<file path="config.mk">
export PLATFORM = sky130hd
export DESIGN_NAME = keyword_token_lexer
export DESIGN_NICKNAME = d
export VERILOG_FILES = /design/src/rtl/kwl_pkg.sv /design/src/rtl/keyword_token_lexer.sv /design/src/rtl/kwl_front.sv /design/src/rtl/kwl_queue.sv /design/src/rtl/kwl_back.sv
export SDC_FILE = /design/constraint.sdc
export NUM_CORES = 1
export LEC_CHECK = 0
export BUFFER_PORTS_ARGS = -buffer_cell sky130_fd_sc_hd__buf_2
export CAP_MARGIN = 0
export CELL_PAD_IN_SITES_DETAIL_PLACEMENT = 0
export CELL_PAD_IN_SITES_GLOBAL_PLACEMENT = 1
export CORE_ASPECT_RATIO = 0.6
export CORE_MARGIN = 2
export CORE_UTILIZATION = 54
export CTS_CLUSTER_SIZE = 8
export DETAILED_ROUTE_END_ITERATION = 16
export PLACE_DENSITY_LB_ADDON = 0.2
export SKIP_LAST_GASP = 1
export SLEW_MARGIN = 20
export SYNTH_ARGS = -nofsm -noshare
export SYNTH_HDL_FRONTEND = slang
export SYNTH_SLANG_ARGS = --single-unit
</file>
<file path="constraint.sdc">
create_clock -name clk -period 8.9 [get_ports clk]
set_clock_uncertainty 0.15 [all_clocks]
set_input_delay 1.335 -clock clk [delete_from_list [all_inputs] [get_ports clk]]
set_output_delay 1.335 -clock clk [all_outputs]
set_load 0.03 [all_outputs]
</file>
<file path="src/rtl/kwl_pkg.sv">
`default_nettype none
package kwl_pkg;

  localparam int KW_COUNT    = 11;
  localparam int MAX_LEN_DEF = 64;
  localparam int Q_DEPTH     = 4;
  localparam int Q_AW        = $clog2(Q_DEPTH);

  typedef enum logic [2:0] {
    PH_IDLE,
    PH_NAME,
    PH_COLON,
    PH_LESS,
    PH_GREATER,
    PH_HALT
  } phase_t;

  typedef enum logic [4:0] {
    TK_PROG     = 5'd0,
    TK_VAR      = 5'd1,
    TK_INT      = 5'd2,
    TK_REAL     = 5'd3,
    TK_BGN      = 5'd4,
    TK_END      = 5'd5,
    TK_IF       = 5'd6,
    TK_THEN     = 5'd7,
    TK_ELSE     = 5'd8,
    TK_WHL      = 5'd9,
    TK_DO       = 5'd10,
    TK_BECOMES  = 5'd11,
    TK_SEMI     = 5'd12,
    TK_TYPE_SEP = 5'd13,
    TK_LIST_SEP = 5'd14,
    TK_PERIOD   = 5'd15,
    TK_PLUS     = 5'd16,
    TK_SUB      = 5'd17,
    TK_STAR     = 5'd18,
    TK_SLASH    = 5'd19,
    TK_EQ       = 5'd20,
    TK_NEQ      = 5'd21,
    TK_LT       = 5'd22,
    TK_LEQ      = 5'd23,
    TK_GT       = 5'd24,
    TK_GEQ      = 5'd25,
    TK_IDENT    = 5'd26,
    TK_EOF      = 5'd27,
    TK_ERROR    = 5'd28
  } tok_kind_t;

  typedef struct packed {
    logic [7:0] source_byte;
    logic       end_of_input;
  } kwl_in_t;

  typedef struct packed {
    tok_kind_t   token_kind;
    logic [15:0] line_number;
    logic [6:0]  text_length;
    logic [7:0]  bad_char;
    logic        last_result;
  } kwl_out_t;

  // up to two tokens handed from the front to the queue per cycle
  typedef struct packed {
    logic [1:0] count;
    kwl_out_t   slot0;
    kwl_out_t   slot1;
  } kwl_push_t;

  // keyword spellings, left aligned and padded to seven characters
  localparam logic [0:KW_COUNT-1][55:0] KW_TEXT = {
    "program", "var    ", "integer", "real   ", "begin  ", "end    ",
    "if     ", "then   ", "else   ", "while  ", "do     "
  };
  localparam logic [0:KW_COUNT-1][2:0] KW_LEN = {
    3'd7, 3'd3, 3'd7, 3'd4, 3'd5, 3'd3, 3'd2, 3'd4, 3'd4, 3'd5, 3'd2
  };

  // drop every keyword that does not have c at position len
  function automatic logic [KW_COUNT-1:0] kw_absorb(input logic [KW_COUNT-1:0] hits,
                                                     input logic [6:0] len,
                                                     input logic [7:0] c);
    logic [KW_COUNT-1:0] res;
    logic [7:0]          ch;
    res = hits;
    for (int k = 0; k < KW_COUNT; k++) begin
      ch = 8'h00;
      if (len < {4'd0, KW_LEN[k]}) begin
        ch = KW_TEXT[k][55 - 8 * int'(len[2:0]) -: 8];
      end
      if (len >= {4'd0, KW_LEN[k]} || ch != c) begin
        res[k] = 1'b0;
      end
    end
    return res;
  endfunction

  function automatic tok_kind_t kw_kind(input logic [KW_COUNT-1:0] hits,
                                        input logic [6:0] len);
    tok_kind_t res;
    res = TK_IDENT;
    // walk down so the lowest matching keyword wins
    for (int k = KW_COUNT - 1; k >= 0; k--) begin
      if (hits[k] && len == {4'd0, KW_LEN[k]}) begin
        res = tok_kind_t'(5'(k));
      end
    end
    return res;
  endfunction

  function automatic kwl_out_t mk_tok(input tok_kind_t kind, input logic [6:0] len,
                                      input logic [7:0] bad, input logic [15:0] line);
    kwl_out_t t;
    t.token_kind  = kind;
    t.line_number = line;
    t.text_length = len;
    t.bad_char    = bad;
    t.last_result = 1'b0;
    return t;
  endfunction

endpackage
`default_nettype wire

</file>
<file path="src/rtl/keyword_token_lexer.sv">
`default_nettype none
// one source byte accepted per cycle while src_stall is low; the first token of
// a byte is written into the token queue and then into the output register
// a byte can make two tokens; the output register sends one per cycle unless
// tok_stall holds it, and a four-entry token queue absorbs the difference,
// stalling input when fewer than two entries are free
// reset (synchronous): scanner idle, line count 1, queue and output empty
module keyword_token_lexer #(
  parameter int MAX_LEN = kwl_pkg::MAX_LEN_DEF
) (
  input  wire logic              clk,
  input  wire logic              rst,
  input  wire logic              src_valid,
  output logic                   src_stall,
  input  wire kwl_pkg::kwl_in_t  src_beat,
  output logic                   tok_valid,
  input  wire logic              tok_stall,
  output kwl_pkg::kwl_out_t      tok_beat
);
  import kwl_pkg::*;

  kwl_push_t push;
  kwl_out_t  head;
  logic      head_valid, pop, full, accept;

  assign src_stall = full;
  assign accept    = src_valid && !src_stall;

  kwl_front #(
    .MAX_LEN (MAX_LEN)
  ) u_front (
    .clk    (clk),
    .rst    (rst),
    .accept (accept),
    .beat   (src_beat),
    .push   (push)
  );

  kwl_queue u_queue (
    .clk        (clk),
    .rst        (rst),
    .push       (push),
    .pop        (pop),
    .head_valid (head_valid),
    .head       (head),
    .full       (full)
  );

  kwl_back u_back (
    .clk        (clk),
    .rst        (rst),
    .head_valid (head_valid),
    .head       (head),
    .pop        (pop),
    .tok_valid  (tok_valid),
    .tok_stall  (tok_stall),
    .tok_beat   (tok_beat)
  );
endmodule
`default_nettype wire

</file>
<file path="src/rtl/kwl_front.sv">
`default_nettype none
module kwl_front #(
  parameter int MAX_LEN = kwl_pkg::MAX_LEN_DEF
) (
  input  wire logic               clk,
  input  wire logic               rst,
  input  wire logic               accept,
  input  wire kwl_pkg::kwl_in_t   beat,
  output kwl_pkg::kwl_push_t      push
);
  import kwl_pkg::*;

  localparam logic [6:0] MAX_LEN_W = 7'(MAX_LEN);

  phase_t              phase, phase_next;
  logic [6:0]          name_len, name_len_next;
  logic [KW_COUNT-1:0] hits, hits_next;
  logic [15:0]         line_cnt, line_cnt_next;

  logic [7:0]          c;
  logic                eoi, live;
  logic                is_letter, is_digit, is_ws, is_nl, is_single;
  tok_kind_t           single_kind;
  logic [KW_COUNT-1:0] cont_hits, fresh_hits;
  logic [6:0]          cont_len;
  logic                cont_abs, cont_full, fresh_full, do_idle;

  logic                pend_v, new_v;
  kwl_out_t            pend_tok, new_tok;

  // byte classification
  always_comb begin
    c         = beat.source_byte;
    eoi       = beat.end_of_input;
    live      = accept && (phase != PH_HALT);
    is_letter = (c >= "a" && c <= "z") || (c >= "A" && c <= "Z");
    is_digit  = (c >= "0" && c <= "9");
    is_nl     = (c == 8'h0A);
    is_ws     = (c == " ") || (c == 8'h09) || is_nl || (c == 8'h0B) ||
                (c == 8'h0C) || (c == 8'h0D);
    is_single   = 1'b1;
    single_kind = TK_ERROR;
    case (c)
      ";":     single_kind = TK_SEMI;
      ",":     single_kind = TK_LIST_SEP;
      ".":     single_kind = TK_PERIOD;
      "+":     single_kind = TK_PLUS;
      "-":     single_kind = TK_SUB;
      "*":     single_kind = TK_STAR;
      "/":     single_kind = TK_SLASH;
      "=":     single_kind = TK_EQ;
      default: is_single = 1'b0;
    endcase
    cont_hits  = kw_absorb(hits, name_len, c);
    cont_len   = name_len + 7'd1;
    fresh_hits = kw_absorb({KW_COUNT{1'b1}}, 7'd0, c);
    cont_full  = cont_len >= MAX_LEN_W;
    fresh_full = 7'd1 >= MAX_LEN_W;
    cont_abs   = live && !eoi && (phase == PH_NAME) && (is_letter || is_digit);
    do_idle    = 1'b0;
    if (live && !eoi) begin
      case (phase)
        PH_IDLE:    do_idle = 1'b1;
        PH_NAME:    do_idle = !(is_letter || is_digit);
        PH_COLON:   do_idle = (c != "=");
        PH_LESS:    do_idle = (c != ">") && (c != "=");
        PH_GREATER: do_idle = (c != "=");
        default:    do_idle = 1'b0;
      endcase
    end
  end

  // next state
  always_comb begin
    phase_next    = phase;
    name_len_next = name_len;
    hits_next     = hits;
    line_cnt_next = line_cnt;
    if (live) begin
      if (eoi) begin
        phase_next    = PH_IDLE;
        name_len_next = 7'd0;
        hits_next     = {KW_COUNT{1'b1}};
        line_cnt_next = 16'd1;
      end else begin
        phase_next = PH_IDLE;
        if (cont_abs) begin
          name_len_next = cont_len;
          hits_next     = cont_hits;
          phase_next    = cont_full ? PH_IDLE : PH_NAME;
        end
        if (do_idle) begin
          if (is_ws) begin
            if (is_nl && line_cnt != 16'hFFFF) begin
              line_cnt_next = line_cnt + 16'd1;
            end
          end else if (is_letter) begin
            name_len_next = 7'd1;
            hits_next     = fresh_hits;
            phase_next    = fresh_full ? PH_IDLE : PH_NAME;
          end else if (c == ":") begin
            phase_next = PH_COLON;
          end else if (c == "<") begin
            phase_next = PH_LESS;
          end else if (c == ">") begin
            phase_next = PH_GREATER;
          end else if (!is_single) begin
            phase_next = PH_HALT;
          end
        end
      end
    end
  end

  // tokens: the pending one first, then the one this byte makes
  always_comb begin
    pend_v   = 1'b0;
    pend_tok = mk_tok(TK_IDENT, 7'd0, 8'd0, line_cnt);
    new_v    = 1'b0;
    new_tok  = mk_tok(TK_IDENT, 7'd0, 8'd0, line_cnt);
    if (live) begin
      case (phase)
        PH_NAME: begin
          if (eoi || !cont_abs) begin
            pend_v   = 1'b1;
            pend_tok = mk_tok(kw_kind(hits, name_len), name_len, 8'd0, line_cnt);
          end else if (cont_full) begin
            pend_v   = 1'b1;
            pend_tok = mk_tok(kw_kind(cont_hits, cont_len), cont_len, 8'd0, line_cnt);
          end
        end
        PH_COLON: begin
          pend_v = 1'b1;
          if (!eoi && c == "=") begin
            pend_tok = mk_tok(TK_BECOMES, 7'd2, 8'd0, line_cnt);
          end else begin
            pend_tok = mk_tok(TK_TYPE_SEP, 7'd1, 8'd0, line_cnt);
          end
        end
        PH_LESS: begin
          pend_v = 1'b1;
          if (!eoi && c == ">") begin
            pend_tok = mk_tok(TK_NEQ, 7'd2, 8'd0, line_cnt);
          end else if (!eoi && c == "=") begin
            pend_tok = mk_tok(TK_LEQ, 7'd2, 8'd0, line_cnt);
          end else begin
            pend_tok = mk_tok(TK_LT, 7'd1, 8'd0, line_cnt);
          end
        end
        PH_GREATER: begin
          pend_v = 1'b1;
          if (!eoi && c == "=") begin
            pend_tok = mk_tok(TK_GEQ, 7'd2, 8'd0, line_cnt);
          end else begin
            pend_tok = mk_tok(TK_GT, 7'd1, 8'd0, line_cnt);
          end
        end
        default: pend_v = 1'b0;
      endcase
      if (eoi) begin
        new_v   = 1'b1;
        new_tok = mk_tok(TK_EOF, 7'd0, 8'd0, line_cnt);
      end else if (do_idle) begin
        if (is_letter) begin
          new_v   = fresh_full;
          new_tok = mk_tok(kw_kind(fresh_hits, 7'd1), 7'd1, 8'd0, line_cnt);
        end else if (is_single) begin
          new_v   = 1'b1;
          new_tok = mk_tok(single_kind, 7'd1, 8'd0, line_cnt);
        end else if (!is_ws && c != ":" && c != "<" && c != ">") begin
          new_v   = 1'b1;
          new_tok = mk_tok(TK_ERROR, 7'd1, c, line_cnt);
        end
      end
    end
    push.count = {1'b0, pend_v} + {1'b0, new_v};
    push.slot0 = pend_v ? pend_tok : new_tok;
    push.slot1 = new_tok;
    push.slot0.last_result = !(pend_v && new_v);
    push.slot1.last_result = 1'b1;
  end

  always_ff @(posedge clk) begin
    if (rst) begin
      phase    <= PH_IDLE;
      name_len <= 7'd0;
      hits     <= {KW_COUNT{1'b1}};
      line_cnt <= 16'd1;
    end else begin
      phase    <= phase_next;
      name_len <= name_len_next;
      hits     <= hits_next;
      line_cnt <= line_cnt_next;
    end
  end

`ifndef ASSERT_OFF
  a_halt_silent: assert property (@(posedge clk) disable iff (rst)
    (phase == PH_HALT) |-> (push.count == 2'd0))
    else $error("tokens produced while halted");
  a_eoi_restart: assert property (@(posedge clk) disable iff (rst)
    (live && eoi) |=> (phase == PH_IDLE && line_cnt == 16'd1))
    else $error("end of input did not restart the scanner");
  a_eoi_token: assert property (@(posedge clk) disable iff (rst)
    (live && eoi) |-> (push.count != 2'd0))
    else $error("end of input produced no token");
`endif
endmodule
`default_nettype wire

</file>
<file path="src/rtl/kwl_queue.sv">
`default_nettype none
module kwl_queue (
  input  wire logic               clk,
  input  wire logic               rst,
  input  wire kwl_pkg::kwl_push_t push,
  input  wire logic               pop,
  output logic                    head_valid,
  output kwl_pkg::kwl_out_t       head,
  output logic                    full
);
  import kwl_pkg::*;

  kwl_out_t          mem [Q_DEPTH];
  logic [Q_AW-1:0]   wr_ptr, rd_ptr;
  logic [Q_AW:0]     count, count_next;

  assign head_valid = (count != '0);
  assign head       = mem[rd_ptr];
  // the front may push two tokens, so hold it off unless two slots are free
  assign full       = (count > (Q_AW + 1)'(Q_DEPTH - 2));
  assign count_next = count + (Q_AW + 1)'(push.count) - (Q_AW + 1)'(pop);

  always_ff @(posedge clk) begin
    if (push.count != 2'd0) begin
      mem[wr_ptr] <= push.slot0;
    end
    if (push.count == 2'd2) begin
      mem[Q_AW'(wr_ptr + 1'b1)] <= push.slot1;
    end
  end

  always_ff @(posedge clk) begin
    if (rst) begin
      wr_ptr <= '0;
      rd_ptr <= '0;
      count  <= '0;
    end else begin
      wr_ptr <= wr_ptr + Q_AW'(push.count);
      rd_ptr <= rd_ptr + Q_AW'(pop);
      count  <= count_next;
    end
  end

`ifndef ASSERT_OFF
  a_no_overflow: assert property (@(posedge clk) disable iff (rst)
    (push.count != 2'd0) |-> ((count + (Q_AW + 1)'(push.count)) <= (Q_AW + 1)'(Q_DEPTH)))
    else $error("token queue overflow");
  a_no_underflow: assert property (@(posedge clk) disable iff (rst)
    pop |-> head_valid)
    else $error("pop from empty token queue");
`endif
endmodule
`default_nettype wire

</file>
<file path="src/rtl/kwl_back.sv">
`default_nettype none
module kwl_back (
  input  wire logic              clk,
  input  wire logic              rst,
  input  wire logic              head_valid,
  input  wire kwl_pkg::kwl_out_t head,
  output logic                   pop,
  output logic                   tok_valid,
  input  wire logic              tok_stall,
  output kwl_pkg::kwl_out_t      tok_beat
);
  import kwl_pkg::*;

  logic tok_valid_next;

  // refill the output register whenever it is empty or being taken
  assign pop            = head_valid && (!tok_valid || !tok_stall);
  assign tok_valid_next = pop || (tok_valid && tok_stall);

  always_ff @(posedge clk) begin
    if (rst) begin
      tok_valid <= 1'b0;
    end else begin
      tok_valid <= tok_valid_next;
    end
  end

  always_ff @(posedge clk) begin
    if (pop) begin
      tok_beat <= head;
    end
  end
endmodule
`default_nettype wire

</file>
==> results by group <==
Clock tree
  • Hold-fix buffer count after cts: 0
  • CTS Buf Count: 34
  • H-tree Lvls: 2
  • Cts repair resizes: 0
  • CTS tree: yes
  • Setup Fix Bufs, Post-CTS: 0
  • CTS clk-pin slew, worst paths: 0.05 ns
  • Worst skew pair latency: 0.52 ns
  • CTS Buffer Depth: 3
  • Root buf cell: clkbuf_16
  • Clock sinks: 230

Pwr
  • Sequential Power Share: 0.409
  • Power Internal: 2.47 mW
  • Max IR drop VDD: 0.000193 V
  • Pwr dens: 273 mW/mm^2
  • P_sw: 1.24 mW
  • Gate power share: 0.269
  • Leak Pwr: 4.58 nW
  • Switching power share of the total: 0.334
  • Clock Power Share: 0.322

Synthesis
  • Post-synth top area cell: edfxtp_1
  • Mapped Area: 0.0121 mm^2
  • Mapped Avg Cell Area: 10.5 um^2
  • Top FF cell, synth: edfxtp_1
  • Synth warn: 0
  • Netlist cell types: 88
  • Asr flop ratio synth: 0
  • FF+latch count, synth: 230
  • Largest cells by area after synthesis: edfxtp_1 39%, dfxtp_1 12%, mux4_2 6.9%
  • Mapped Nets: 1,177
  • Seq/Total Area, Yosys: 0.510
  • Post-synth top area share: 0.389
  • Post-synth EDFFs: 157
  • Synth top cells by count: 157 x edfxtp_1, 128 x nor2_1, 87 x nand2_1, 73 x dfxtp_1, 59 x and2_1
  • Post-synthesis cell count: 1,151
  • Most frequent cell after synthesis: edfxtp_1

Timing
  • RSZ-0062 raised after global routing: false
  • Final Hold Fails: 0
  • Setup TNS: 0 ns
  • Max transition margin: 0.231
  • Peak Freq: 165 MHz
  • Final slew viol count: 0
  • Final setup vio count: 0
  • Tcrit/Tclk final: 0.682
  • Worst setup margin: 2.83 ns
  • Worst-Margin Slew: 1.12 ns
  • Hold slack: 0.305 ns
  • Fin crit period: 6.07 ns

Floorplan
  • Initial Util: 0.550
  • I/O Pins: 52
  • Die H: 120 um
  • Die ar.: 0.0237 mm^2
  • Core ar.: 0.0220 mm^2
  • Standard-cell row count: 42
  • Chip width: 197 um

Layout
  • Ant diodes: 0
  • FF+latch area: 0.00618 mm^2
  • Final net count: 1,202
  • Non-filler cells, final: 1,484
  • P&R area growth vs syn: 11.9%
  • Layout cells sized above 1: 0.144
  • Fillers: 1,772
  • Post-layout util: 0.616
  • Area occupied by multi-input gates: 0.00555 mm^2

Critical path
  • Most frequent CP cell: buf_4
  • Crit path max fanout: 37
  • Max incr delay on CP: 0.59 ns
  • CP endpoint kind: register
  • CP Launch Type: input port
  • CP required: 9.01 ns
  • Setup CP Type: in2reg
  • Critical Path AT: 6.18 ns
  • Slowest-stage cell, CP: o21ai_1
  • Reg2reg setup slack: 3.50 ns
  • CP cell instances: buf_2 > or2_1 > nor3_1 > o21ai_1 > nand2_1 > a21oi_1 > buf_4 > inv_2 > ha_1 > o211ai_1 > inv_1 > buf_4 > and2_1

GRT
  • Total track usage: 0.296
  • Largest net degree at the start of global routing: 48
  • Vias in the first global route: 8,819
  • Gr ovfl total: 0
  • Initial antenna violation count: 1
  • First-pass GRT wire length: 53.1 mm

Detailed routing
  • Initial drt markers: 1,431
  • DR pass1 iterations: 6
  • DR vias: 9,598
  • ANT nets after route: 0
  • Wirelength, routed: 34.1 mm
  • Wire per inst: 23.0 um
  • Via/cell ratio: 6.47
  • Post-route DRC violation count: 0

Hold path
  • Min-delay worst type: reg2reg

Place
  • DP Wirelength: 23.4 mm
  • I/O Buffers: 51
  • GP Congestion: 0.958
  • Dpl ws: 2.50 ns
  • Dpl cells: 1,426

Run status
  • Status: finished, final reports clean

Job
  • Max-cap violations: 0
power by group through the flow:
stage	logic (mW)	clock network [mW]	registers [mW]
6_report	0.995	1.19	1.52
5_1_grt	1.06	1.25	1.54
4_1_cts	0.995	1.20	1.52
3_5_place_dp	0.983	0	1.54
3_3_place_gp	0.982	0	1.53
2_1_floorplan	0.530	0	1.68
placed cells by master (no fill, tap or decap), drive strengths merged, types with 9 or more instances in the layout:
| master | n |
|---|---|
| edfxtp | 157 |
| nor2 | 128 |
| nand2 | 87 |
| dfxtp | 73 |
| buf | 70 |
| and2 | 61 |
| a21oi | 55 |
| clkbuf | 55 |
| o21ai | 53 |
| mux4 | 37 |
| nand3 | 34 |
| nor2b | 30 |
| xnor2 | 25 |
| o22ai | 23 |
| inv | 22 |
| nor3 | 22 |
| xor2 | 16 |
| nand4 | 15 |
| a31oi | 14 |
| nor4 | 13 |
| ha | 12 |
| or3 | 11 |
| o211ai | 11 |
| a211oi | 10 |
| nand2b | 9 |
| o31ai | 9 |
| or2 | 9 |
kinds of logic (layout without fill, tap and decap cells):
family / after synthesis / in the layout / synth area share
adder cells (fa/ha/maj): 13 / 13 / 0.0140
XOR/XNOR: 41 / 41 / 0.0296
AND/OR/NAND/NOR: 457 / 457 / 0.193
flip-flops: 230 / 230 / 0.510
multiplexers: 45 / 45 / 0.0757
buffers and inverters: 106 / 153 / 0.0341
AO/OA/AOI/OAI: 259 / 259 / 0.144
final timing paths:
kind,cells past startpoint,startpoint,endpoint
setup / recovery,13,src_beat[1],u_queue.mem[3][16]$_DFFE_PP_
hold / removal,2,u_queue.mem[0][10]$_SDFFE_PP0P_,u_queue.mem[0][10]$_SDFFE_PP0P_
setup reg to reg,12,u_queue.count[0]$_SDFF_PP0_,u_queue.mem[3][16]$_DFFE_PP_
hold reg to reg,2,u_queue.mem[0][10]$_SDFFE_PP0P_,u_queue.mem[0][10]$_SDFFE_PP0P_
area by class of cell:
type                    count  share of cell area
multi-input cells         815               0.409
clock inverters             3             0.00268
repair buffers             70              0.0293
well taps                 286              0.0264
inverters                  25             0.00692
flip-flops and latches    230               0.456
clock buffers              55              0.0701
state kept, by name, indices dropped and copies added (netlist names):
register / cells
u_back.tok_beat: 37
u_queue.count: 3
u_back.tok_valid: 1
u_queue.wr_ptr: 2
u_front.hits: 11
u_front.phase: 3
u_queue.mem: 148
u_queue.rd_ptr: 2
u_front.name_len: 7
u_front.line_cnt: 16
critical path: cells and delay by family:
kind,cells,cell delay [ns]
compound gates,3,1.43
buf+inv,5,1.87
fa+ha+maj,1,0.34
simple gates,4,1.14
stage by stage:
stage / cell area (um^2) / power, mW
detailed placement: 12600 / 2.52
floorplan: 12100 / 2.21
global placement: 12600 / 2.51
CTS: 13600 / 3.72
finish: 13600 / 3.70
global route: 13600 / 3.85
metal layers:
layer	up-vias	track usage	wire length (um)
met5	-	0	0
met4	0	0.0597	355
met3	37	0.0927	4570
met2	555	0.355	12800
met1	4639	0.500	16400
li1	4367	-	-
Note: power is estimated with default switching activity, not from simulation.
